$ cat src/design/assert_macros.svh
// Assertion macros for the RTL files, included by bezier_spline_eval.
`ifndef ASSERT_MACROS_SVH
`define ASSERT_MACROS_SVH
`ifndef ASSERT_OFF
`define ASSERT_IMPL(label, cond, msg) \
    label: assert property (@(posedge clk) disable iff (!rst_n) (cond)) else $error(msg);
`define ASSERT_NEXT(label, pre, post, msg) \
    label: assert property (@(posedge clk) disable iff (!rst_n) (pre) |=> (post)) else $error(msg);
`else
`define ASSERT_IMPL(label, cond, msg)
`define ASSERT_NEXT(label, pre, post, msg)
`endif
`endif

$ cat src/design/bse_ram.sv
// Generic single-write, single-read RAM with registered read.
`default_nettype none
module bse_ram #(
    parameter int WIDTH = 32,
    parameter int DEPTH = 64
) (
    input  wire                     clk,
    input  wire                     we,
    input  wire [$clog2(DEPTH)-1:0] waddr,
    input  wire [WIDTH-1:0]         wdata,
    input  wire                     re,
    input  wire [$clog2(DEPTH)-1:0] raddr,
    output logic [WIDTH-1:0]        rdata
);
    logic [WIDTH-1:0] mem [DEPTH];

    always_ff @(posedge clk)
    begin
        if (we)
        begin
            mem[waddr] <= wdata;
        end
        if (re)
        begin
            rdata <= mem[raddr];
        end
    end
endmodule
`default_nettype wire

$ cat config.mk
export PLATFORM = sky130hd
export DESIGN_NAME = bse_ram
export DESIGN_NICKNAME = d
export VERILOG_FILES = /design/src/design/assert_macros.svh /design/src/design/bse_ram.sv
export SDC_FILE = /design/constraint.sdc
export NUM_CORES = 2
export LEC_CHECK = 0
export ABC_AREA = 1
export BUFFER_PORTS_ARGS = -buffer_cell sky130_fd_sc_hd__clkbuf_2
export CAP_MARGIN = 10
export CORE_MARGIN = 2
export CORE_UTILIZATION = 25
export CTS_BUF_LIST = sky130_fd_sc_hd__clkbuf_16
export DETAILED_ROUTE_END_ITERATION = 12
export PLACE_DENSITY = 0.42
export SYNTH_ARGS = -nofsm -noshare
export SYNTH_HDL_FRONTEND = slang
export SYNTH_SLANG_ARGS = --single-unit
$ cat constraint.sdc
create_clock -name clk -period 6.8 [get_ports clk]
set_clock_uncertainty 0.1 [all_clocks]
set_input_delay 0.68 -clock clk [delete_from_list [all_inputs] [get_ports clk]]
set_output_delay 0.68 -clock clk [all_outputs]
set_load 0.03 [all_outputs]
### Yosys cells after proc, flatten, opt, wreduce, memory -nomap -nowiden

Memory sizes are Yosys's and may differ from the RTL's. A register that Yosys moved wholly into a read port is not among the register bits.
Cells that the tools add are included.
Widths: inputs -> output; s select.

* register bits: 0
* RAM bits: 2048
* memories kept: 1

* muxes and demuxes: 2

Memory list
* mem: words 64, width 32, rd ports 1, clocked after memory_dff 1, wr ports 1, RTL line bse_ram.sv:15 `logic [WIDTH-1:0] mem [DEPTH];`

Operators with widths (number)
* $mux 1: 2

### Longest topological paths before layout

* word-level depth: 2
* gate-level depth with buffers: 13
* depth with buffers taken out: 9

### Worst setup path after synthesis

OpenSTA, ideal clock, no wires.

* kind: input to register
* start point: input we
* end point: memory mem[48][0] (enable)
* path buffers: 1
* setup slack: 1.890 ns
* data arrival time: 4.308 ns
* library setup time: 0.502 ns
* stages: 3
* data required time: 6.198 ns
* cell sequence: clkbuf_1 nand4_1 nor4_1

* word-level cells in the longest chain between the ends: 2

RTL lines
* from (decl): RTL line bse_ram.sv:8 `input wire we,`
* $mux 1: RTL line bse_ram.sv:19 `if (we)`
* $mux 1 (not written as such): RTL line bse_ram.sv:21 `mem[waddr] <= wdata;`
* to (decl): RTL line bse_ram.sv:15

Every way passes these cells.

==> impl_metrics.ini <==
[grt]
top_usage_layer = met2
grt_use_met2_pct = 27.09
track_usage_pct = 16.35
grtUsageMet3_pct = 1.835
grt_pass1_vias = 51721
use_met1_pct = 22.72
grt_overflow = 0
grt_max_degree = 185
grt_pass1_wl_um = 400300
antenna_found_initial = 16

[worst_setup_path]
crit_arrival_ns = 4.01
critPathKind = input port to register
startpoint_type = input port
critPathMaxFanout = 184
crit_path_end_kind = register
cp_data_required_time_ns = 7.29

[floorplan]
die_w_um = 580.4
initial_core_util_pct = 25.13
pin_count = 79
die_area_um2 = 336900
coreArea_um2 = 330500
num_rows = 211
die_h_um = 580.4

[clock_network]
cts_buffers = 222
cts_setup_buffers = 0
cts-hold-fix-buffers = 1
cts_num_sinks = 2080
clockBufferDepth = 3
clockRootBuffer = clkbuf_16
cts_resized = 0
clkLatencyLatePin_ns = 0.89
h-tree-depth = 4
cts_tree = built
cts.clk_slew.worst_paths_ns = 0.06

[pwr]
irDropWorstVdd_v = 0.0002628
intPower_mw = 21.11
switchingPower_mw = 6.619
p_per_area_nw_per_um2 = 289.9
clockPowerShare_pct = 42.3
leakage_nw = 32.72
switching_share_pct = 23.87
seqPwrFrac_pct = 51.5
pwr-share-comb_pct = 6.2
power_mw = 27.73

[placed_design]
place_hpwl_um = 147400
gp_congestion = 0.7684
dp_cells = 10921
port_buffers = 78
pre_cts_slack_ns = 2.341
placed_cell_area_um2 = 88630

[final_layout]
post-route-util_pct = 28.94
mostFrequentLayoutCell = nand2_1
final_cell_area_um2 = 95640
final_cell_mix = nand2_1 (2,248), edfxtp_1 (2,080), nand3_1 (1,907), clkbuf_16 (224), buf_4 (139)
syn2layout_area_growth_pct = 15.15
finalNonFillerCells = 11336
fin_nets = 6827
drive_gt1_share_pct = 8.845

[sta]
fmax_mhz = 284.6
finalCritPeriodShare_pct = 51.68
setup_viol = 0
hold_viol_final = 0
period_minus_slack_ns = 3.514
slew_violations = 0
maxSlewHeadroom_pct = 22.50
hold_ws_ns = 0.1557
finalSetupTns_ns = 0
worst_pin_slew_ns = 1.163
rsz0062_at_grt = false
fin_ws_ns = 3.286

[synthesis]
syn_nets = 6816
yosys_warnings = 0
syn_area_um2 = 83060
syn_avg_cell_area_um2 = 12.27
ys_seq_elements = 2080
ys_seq_area_share_pct = 75.20
yosysUniqueCellTypes = 15
synth_cells = 6769

[route]
drc = 0
via_count = 53287
totalWireLength_um = 282800
ant_nets = 0
wl_per_cell_um = 24.95
viasPerCell = 4.701
drtPass1Iterations = 6
drtIter0Drc = 4965

[run]
drv_cap = 0

[worst_hold_path]
worstHoldPathType = input port to register

[outcome]
status = finished, final reports clean
-- cell type report --
class | instances | area (µm²)
Inverter | 12 | 86.33
Tap cell | 4366 | 5463
Multi-Input combinational cell | 4228 | 18770
Antenna cell | 6 | 15.01
Clock buffer | 224 | 5605
Fill cell | 33690 | 234900
Timing Repair Buffer | 236 | 1858
Clock inverter | 184 | 1388
Sequential cell | 2080 | 62460
-- critical path, stage by stage --
cell and delay (ns):
buf_8 0.38, inv_16 0.26, buf_12 0.47, nand2_1 0.20, nand3_1 0.13, nand3_1 0.13
nand3_1 0.22, nand3_1 0.16, nand2_1 0.06, nand2_1 0.37, nand2_1 0.24
-- power by group through the flow --
stage | combinational, mW | clock [mW] | sequential (mW)
floorplan | 0.872 | 0 | 14.6
global placement | 1.76 | 0 | 14.5
detailed placement | 1.75 | 0 | 14.5
CTS | 1.76 | 12.0 | 14.3
global route | 1.87 | 12.5 | 14.3
finish | 1.72 | 11.7 | 14.3
-- per-layer routing --
| metal | vias to the layer above | routed length [µm] |
|---|---|---|
| li1 | 24211 | - |
| met1 | 27299 | 128200 |
| met2 | 1442 | 135600 |
| met3 | 329 | 12540 |
| met4 | 6 | 6439 |
| met5 | - | 36 |
-- worst paths after layout --
kind | from | slack (ns) | endpoint | depth (start not counted)
worst max-delay path | raddr[0] | 3.29 | rdata[13]$_DFFE_PP_ | 11
worst min-delay path | wdata[19] | 0.16 | mem[61][19]$_DFFE_PP_ | 1
worst max register to register | mem[35][13]$_DFFE_PP_ | 4.66 | rdata[13]$_DFFE_PP_ | 8
worst min register to register | mem[8][27]$_DFFE_PP_ | 0.79 | rdata[27]$_DFFE_PP_ | 8
-- sequential cells by signal, summed over array words and instances, names as in the netlist --
signal	cells
rdata	32
mem	2048
-- Yosys cell counts --
master    instances  area (µm²)
buf_1            40       150.1
buf_2           282        1411
buf_4            45       337.8
buf_6             3       33.78
buf_8             2       30.03
clkbuf_1         77       289.0
edfxtp_1       2080       62460
inv_1             9       33.78
inv_2             2       7.510
inv_4             1       6.260
nand2_1        2248        8438
nand3_1        1907        9544
nand4_1           9       56.30
nor2_1           56       210.2
nor4_1            8       50.05
-- logic make-up after synthesis --
| group | after synthesis | synth area share (%) |
|---|---|---|
| buf+inv | 461 | 2.769 |
| flops | 2080 | 75.20 |
| simple gates | 4228 | 22.03 |
Note: power is estimated with default switching activity, not from simulation.
