===== src/design/assert_macros.svh =====
// Assertion macros for the RTL files, included by bezier_spline_eval.
`ifndef ASSERT_MACROS_SVH
`define ASSERT_MACROS_SVH
`ifndef ASSERT_OFF
`define ASSERT_IMPL(label, cond, msg) \
    label: assert property (@(posedge clk) disable iff (!rst_n) (cond)) else $error(msg);
`define ASSERT_NEXT(label, pre, post, msg) \
    label: assert property (@(posedge clk) disable iff (!rst_n) (pre) |=> (post)) else $error(msg);
`else
`define ASSERT_IMPL(label, cond, msg)
`define ASSERT_NEXT(label, pre, post, msg)
`endif
`endif


===== src/design/bse_pkg.sv =====
// Package: types and constants of the Bezier spline evaluator.
`default_nettype none
package bse_pkg;
    localparam int DefMaxPoints = 64;
    localparam int CoordW       = 32;
    localparam int SegW         = 6;
    localparam int TW           = 18;
    localparam int FracW        = 16;
    localparam int NumPtsW      = 7;
    localparam logic [NumPtsW-1:0] NumPtsReset = 7'd2;
    localparam logic MODE_WRITE = 1'b0;
    localparam logic MODE_EVAL  = 1'b1;
    localparam logic [0:0] REG_NUM_POINTS = 1'b0;

    typedef logic signed [CoordW-1:0] coord_t;
    // x in the low bits
    typedef struct packed {
        coord_t z;
        coord_t y;
        coord_t x;
    } vec3_t;
    // pos in the low bits, same order as the request payload
    typedef struct packed {
        vec3_t hout;
        vec3_t hin;
        vec3_t pos;
    } point_t;
endpackage
`default_nettype wire


===== src/design/bse_lerp.sv =====
// One pipelined linear interpolation stage: a + round((b - a) * s / 65536).
`default_nettype none
module bse_lerp (
    input  wire                   clk,
    input  wire                   en,
    input  wire signed [31:0]     a,
    input  wire signed [31:0]     b,
    input  wire [15:0]            s,
    output logic signed [31:0]    y
);
    import bse_pkg::*;
    logic signed [32:0] diff;
    logic signed [50:0] prod;
    logic signed [50:0] sum;

    always_comb
    begin
        diff = 33'(b) - 33'(a);
        prod = 51'(diff) * $signed({35'd0, s});
        sum  = prod + 51'sd32768;
    end

    always_ff @(posedge clk)
    begin
        if (en)
        begin
            y <= a + 32'(sum >>> FracW);
        end
    end
endmodule
`default_nettype wire

===== config.mk =====
export PLATFORM = sky130hd
export DESIGN_NAME = bse_lerp
export DESIGN_NICKNAME = d
export VERILOG_FILES = /design/src/design/assert_macros.svh /design/src/design/bse_pkg.sv /design/src/design/bse_lerp.sv
export SDC_FILE = /design/constraint.sdc
export NUM_CORES = 1
export LEC_CHECK = 0
export BUFFER_PORTS_ARGS = -buffer_cell sky130_fd_sc_hd__buf_4
export CORE_ASPECT_RATIO = 0.75
export CORE_MARGIN = 2
export CORE_UTILIZATION = 30
export CTS_CLUSTER_DIAMETER = 40
export CTS_CLUSTER_SIZE = 14
export DETAILED_ROUTE_END_ITERATION = 10
export HOLD_SLACK_MARGIN = 0.03
export SYNTH_ARGS = -nofsm -noshare
export SYNTH_HDL_FRONTEND = slang
export SYNTH_SLANG_ARGS = --single-unit

===== constraint.sdc =====
create_clock -name clk -period 34.8 [get_ports clk]
set_clock_uncertainty 0.2 [all_clocks]
set_input_delay 5.22 -clock clk [delete_from_list [all_inputs] [get_ports clk]]
set_output_delay 5.22 -clock clk [all_outputs]
set_load 0.05 [all_outputs]

=== Word level (Yosys, flattened, before mapping) ===
Cells that the tools add are included.

* Bits of input ports: 82
* Logic and storage cells: 5
* Output and inout bits: 32
* Register bits after elaboration: 32

* Add/subtract/negate cells: 3
* Multiply operators: 1

{| class="wikitable"
|+ Operators by type and width
! cell !! count
|-
| $add 48x17->48 const B || 1
|-
| $mul 33x17->48 || 1
|-
| $sub 32x32->33 || 1
|-
| $add 32x32->32 || 1
|}

=== Depth between registers and ports, before layout ===
* Depth in word-level cells: 4
* Depth in mapped cells: 48
* Depth with buffers taken out: 46

=== Worst setup path after synthesis ===
OpenSTA, ideal clock, no wires.

* Path kind: input -> register
* Start point: input port a[2]
* End point: register y[31] (data pin)
* Path slack: 19.644 ns
* Data arrival time: 14.693 ns
* Cell stages on the path: 44
* Data required time: 34.337 ns
* Buffers on the path: 2
* Library setup time: 0.263 ns
* Cells stage by stage: inv_1 -> ha_1 -> nor2b_1 -> o21ai_1 -> a21boi_0 -> o21a_1 -> or2_2 -> a211oi_1 -> o21bai_1 -> a21oi_1 -> o21ba_2 -> buf_4 -> buf_4 -> mux2_2 -> fa_1 -> fa_1 -> inv_1 -> fa_1 -> (+8 left out) -> a21oi_1 -> a2bb2oi_1 -> o31a_2 -> o21ai_0 -> a21oi_1 -> a21oi_1 -> a311o_1 -> ha_1 -> and3_1 -> and2_1 -> a22oi_1 -> nand3_1 -> a31oi_1 -> nand2_1 -> a41oi_1 -> a21oi_1 -> xnor2_1 -> xor2_1

* Word-level cells in the longest chain between the ends: 4

{| class="wikitable"
|+ RTL lines
! element !! line !! source
|-
| from (decl) || bse_lerp.sv:6 || <nowiki>input wire signed [31:0] a,</nowiki>
|-
| $sub 32x32->33 || bse_lerp.sv:18 || <nowiki>diff = 33'(b) - 33'(a);</nowiki>
|-
| $mul 33x17->48 || bse_lerp.sv:19 || <nowiki>prod = 51'(diff) * $signed({35'd0, s});</nowiki>
|-
| $add 48x17->48 || bse_lerp.sv:20 || <nowiki>sum = prod + 51'sd32768;</nowiki>
|-
| $add 32x32->32 * || bse_lerp.sv:27 || <nowiki>y <= a + 32'(sum >>> FracW);</nowiki>
|-
| to (signal assigned) || bse_lerp.sv:27 ||
|-
| to (decl) || bse_lerp.sv:9 || <nowiki>output logic signed [31:0] y</nowiki>
|}

Mark *: on every way between the ends. The rest lies on a longest branch, timed or not.
A chain may end at the register's enable or synchronous reset.

=== Worst setup path in the final report ===
Ends and elaborated chain as after synthesis.

==> impl_metrics.sql <==
INSERT INTO impl_metrics (metric_group, metric, value, unit) VALUES
('status', 'run_status', 'complete, no violations', ''),
('detailed_routing', 'detail_route.iter0.violations', '875', ''),
('placement', 'placed_cells', '3747', ''),
('floorplanning', 'coreArea', '77000', 'um2'),
('timing', 'final-max-slew-violation-count', '0', ''),
('logic_synthesis', 'synthesis.yosys.warnings', '0', ''),
('critical_path', 'crit_path_end', 'y[31]$_DFFE_PP_', ''),
('finish', 'finalInstanceArea', '25500', 'um2'),
('critical_path', 'worst-path-max-fanout', '16', ''),
('floorplanning', 'floorplan.die_area', '80000', 'um2'),
('logic_synthesis', 'synth-async-reset-ratio', '0', ''),
('clock_network', 'clock_path_buffers', '2', ''),
('detailed_routing', 'drt.antenna.violating_nets', '0', ''),
('global_routing', 'first_pass_grt_wire_length', '99800', 'um'),
('clock_network', 'tritoncts', 'built', ''),
('critical_path', 'cp_common_cell', 'sky130_fd_sc_hd__fa_1', ''),
('floorplanning', 'die-width', '326', 'um'),
('critical_path', 'cp-start-kind', 'primary input', ''),
('detailed_routing', 'route.detailed.drc', '0', ''),
('clock_network', 'worst_setup_hold_path_clk_slew', '70', 'ps'),
('clock_network', 'cts_inserted_buffers', '5', ''),
('logic_synthesis', 'syn-num-nets', '3466', ''),
('finish', 'drive_above_1_share', '0.0710', ''),
('placement', 'i_o_buffers', '113', ''),
('detailed_routing', 'via_count', '17264', ''),
('critical_path', 'critPathTopFamily', 'compound AO/OA/AOI/OAI gates', ''),
('placement', 'placed_area', '25300', 'um2'),
('finish', 'biggestRegsByFlops', 'y (32)', ''),
('timing', 'grt_setup_unrepaired', 'no', ''),
('placement', 'final_hpwl_dp', '49800', 'um'),
('critical_path', 'critical_path_class', 'primary input to flip-flop', ''),
('finish', 'largest_register', 'y', ''),
('clock_network', 'post_cts_repair_resize_count', '0', ''),
('finish', 'max_reg_flops', '32', ''),
('clock_network', 'ctsHtreeMaxLevel', '2', ''),
('detailed_routing', 'detail_route.vias_per_cell', '4.60', ''),
('logic_synthesis', 'post-synth-top-area-fraction', '0.422', ''),
('detailed_routing', 'detail_route.wirelength', '61400', 'um'),
('detailed_routing', 'detail_route.wl_per_cell', '16.3', 'um'),
('global_routing', 'global_route_congestion_overflow_total', '0', ''),
('logic_synthesis', 'synth_enable_flop_cells', '32', ''),
('critical_path', 'critPathCaptureType', 'flip-flop', ''),
('finish', 'antenna_cells_inserted', '0', ''),
('timing', 'final-setup-viol-count', '0', ''),
('global_routing', 'grt_usage', '0.157', ''),
('logic_synthesis', 'yosysUniqueCellTypes', '68', ''),
('critical_path', 'slowest_delay', '740', 'ps'),
('floorplanning', 'pin_count', '114', ''),
('global_routing', 'antenna_found_initial', '4', ''),
('logic_synthesis', 'postSynth.topFlopCell', 'sky130_fd_sc_hd__edfxtp_1', ''),
('logic_synthesis', 'yosys-top-cells-area', 'sky130_fd_sc_hd__fa_1, sky130_fd_sc_hd__ha_1, sky130_fd_sc_hd__inv_1', ''),
('floorplanning', 'initial_core_util', '0.303', ''),
('finish', 'nNetsFinal', '3500', ''),
('hold_path', 'hp-class', 'primary input to flip-flop', ''),
('timing', 'fmaxAchievable', '0.0598', 'GHz'),
('logic_synthesis', 'synth_top_area_cell', 'sky130_fd_sc_hd__fa_1', ''),
('logic_synthesis', 'synth-seq-area-share', '0.0412', ''),
('finish', 'final-instance-count-excl-fill', '3755', ''),
('finish', 'multi_input_area', '19400', 'um2'),
('timing', 'final_hold_viol_count', '0', ''),
('critical_path', 'crit_start', 'a[2]', ''),
('critical_path', 'timing.critical_path.depth', '43', ''),
('floorplanning', 'die_height', '245', 'um'),
('clock_network', 'cts_hold_buffers', '0', ''),
('global_routing', 'grt_start_max_net_pins', '38', ''),
('placement', 'final_gp_congestion', '0.829', ''),
('timing', 'worstMarginPinSlew', '1130', 'ps'),
('logic_synthesis', 'synth.ff_latch_count', '32', ''),
('timing', 'layout_min_cycle_time', '16720', 'ps'),
('logic_synthesis', 'synth_area', '23300', 'um2'),
('detailed_routing', 'detailedRoute.firstPassIterationCount', '4', '');
-- per-layer routing --
layer / vias to the layer above / wire (um) / GRT usage
met4: 2 / 453 / 0.0145
met3: 33 / 2760 / 0.0181
met2: 367 / 28300 / 0.258
met1: 8710 / 29800 / 0.230
li1: 8152 / - / -
met5: - / 13 / 0
-- cells in the mapped netlist (all sizes together) (4+ instances only) --
master / count
nor3: 18
o21bai: 14
o21a: 27
o31a: 5
nor2: 57
nand4: 7
nand2b: 31
xor2: 22
fa: 492
nand3: 38
a21oi: 81
or4: 10
a21o: 33
nand3b: 4
edfxtp: 32
o21ai: 52
mux2: 8
buf: 12
ha: 207
clkbuf: 106
o211a: 7
nor4: 7
o2111ai: 11
xnor2: 67
inv: 673
and2: 278
and4: 4
a211oi: 8
nor2b: 44
mux2i: 8
a31oi: 9
and3: 18
nand2: 242
or2: 7
-- area by class of cell --
type                    instances  area share
clock buffers                   5     0.00491
clock inverters                 3     0.00167
inverters                     673      0.0991
multi-input cells            1862       0.763
flip-flops and latches         32      0.0377
well taps                    1035      0.0508
repair buffers                145      0.0427
-- worst min-delay path by stage --
stage | endpoint | start | cells after the start
after floorplan | y[0]$_DFFE_PP_ | en | 0
after global placement | y[0]$_DFFE_PP_ | a[0] | 2
after detailed placement | y[0]$_DFFE_PP_ | a[0] | 2
after CTS | y[0]$_DFFE_PP_ | a[0] | 2
after global routing | y[0]$_DFFE_PP_ | a[0] | 2
final | y[0]$_DFFE_PP_ | a[0] | 2
-- per-stage QoR --
stage / utilization / worst slack (ps)
global route: 0.331 / 17350
detailed placement: 0.329 / 17750
global placement: 0.329 / 17860
finish: 0.331 / 18080
floorplan: - / 19640
CTS: 0.331 / 18070
-- cells by family after synthesis --
family                     count (synthesis)  synth area share
AOI/OAI and AO/OA                        283            0.0807
xor gates and xnor gates                  89            0.0334
adders and majority gates                699             0.533
buffers and inverters                    791             0.129
DFF                                       32            0.0412
muxes                                     16           0.00730
and+or+nand+nor                          775             0.175
-- cells in the final DEF, fill, tap and decap left out, types with 8 or more instances in the layout --
| cell | n |
|---|---|
| sky130_fd_sc_hd__mux2i_1 | 8 |
| sky130_fd_sc_hd__inv_1 | 673 |
| sky130_fd_sc_hd__a21oi_1 | 79 |
| sky130_fd_sc_hd__nor3_1 | 18 |
| sky130_fd_sc_hd__or4_1 | 10 |
| sky130_fd_sc_hd__nor2b_1 | 44 |
| sky130_fd_sc_hd__a211oi_1 | 8 |
| sky130_fd_sc_hd__and3_1 | 16 |
| sky130_fd_sc_hd__nand2b_1 | 31 |
| sky130_fd_sc_hd__nand3_1 | 38 |
| sky130_fd_sc_hd__xnor2_2 | 8 |
| sky130_fd_sc_hd__o21bai_1 | 14 |
| sky130_fd_sc_hd__nand2_1 | 242 |
| sky130_fd_sc_hd__o2111ai_1 | 11 |
| sky130_fd_sc_hd__o21ai_0 | 50 |
| sky130_fd_sc_hd__o21a_1 | 27 |
| sky130_fd_sc_hd__and2_1 | 277 |
| sky130_fd_sc_hd__nor2_1 | 56 |
| sky130_fd_sc_hd__buf_4 | 145 |
| sky130_fd_sc_hd__xnor2_1 | 59 |
| sky130_fd_sc_hd__a31oi_1 | 9 |
| sky130_fd_sc_hd__ha_1 | 207 |
| sky130_fd_sc_hd__fa_1 | 492 |
| sky130_fd_sc_hd__edfxtp_1 | 32 |
| sky130_fd_sc_hd__xor2_1 | 19 |
| sky130_fd_sc_hd__mux2_2 | 8 |
| sky130_fd_sc_hd__a21o_1 | 33 |
Power is left out: the tool's default activity adds up to more than one toggle a clock period on the data nets, which glitch-free logic cannot reach.
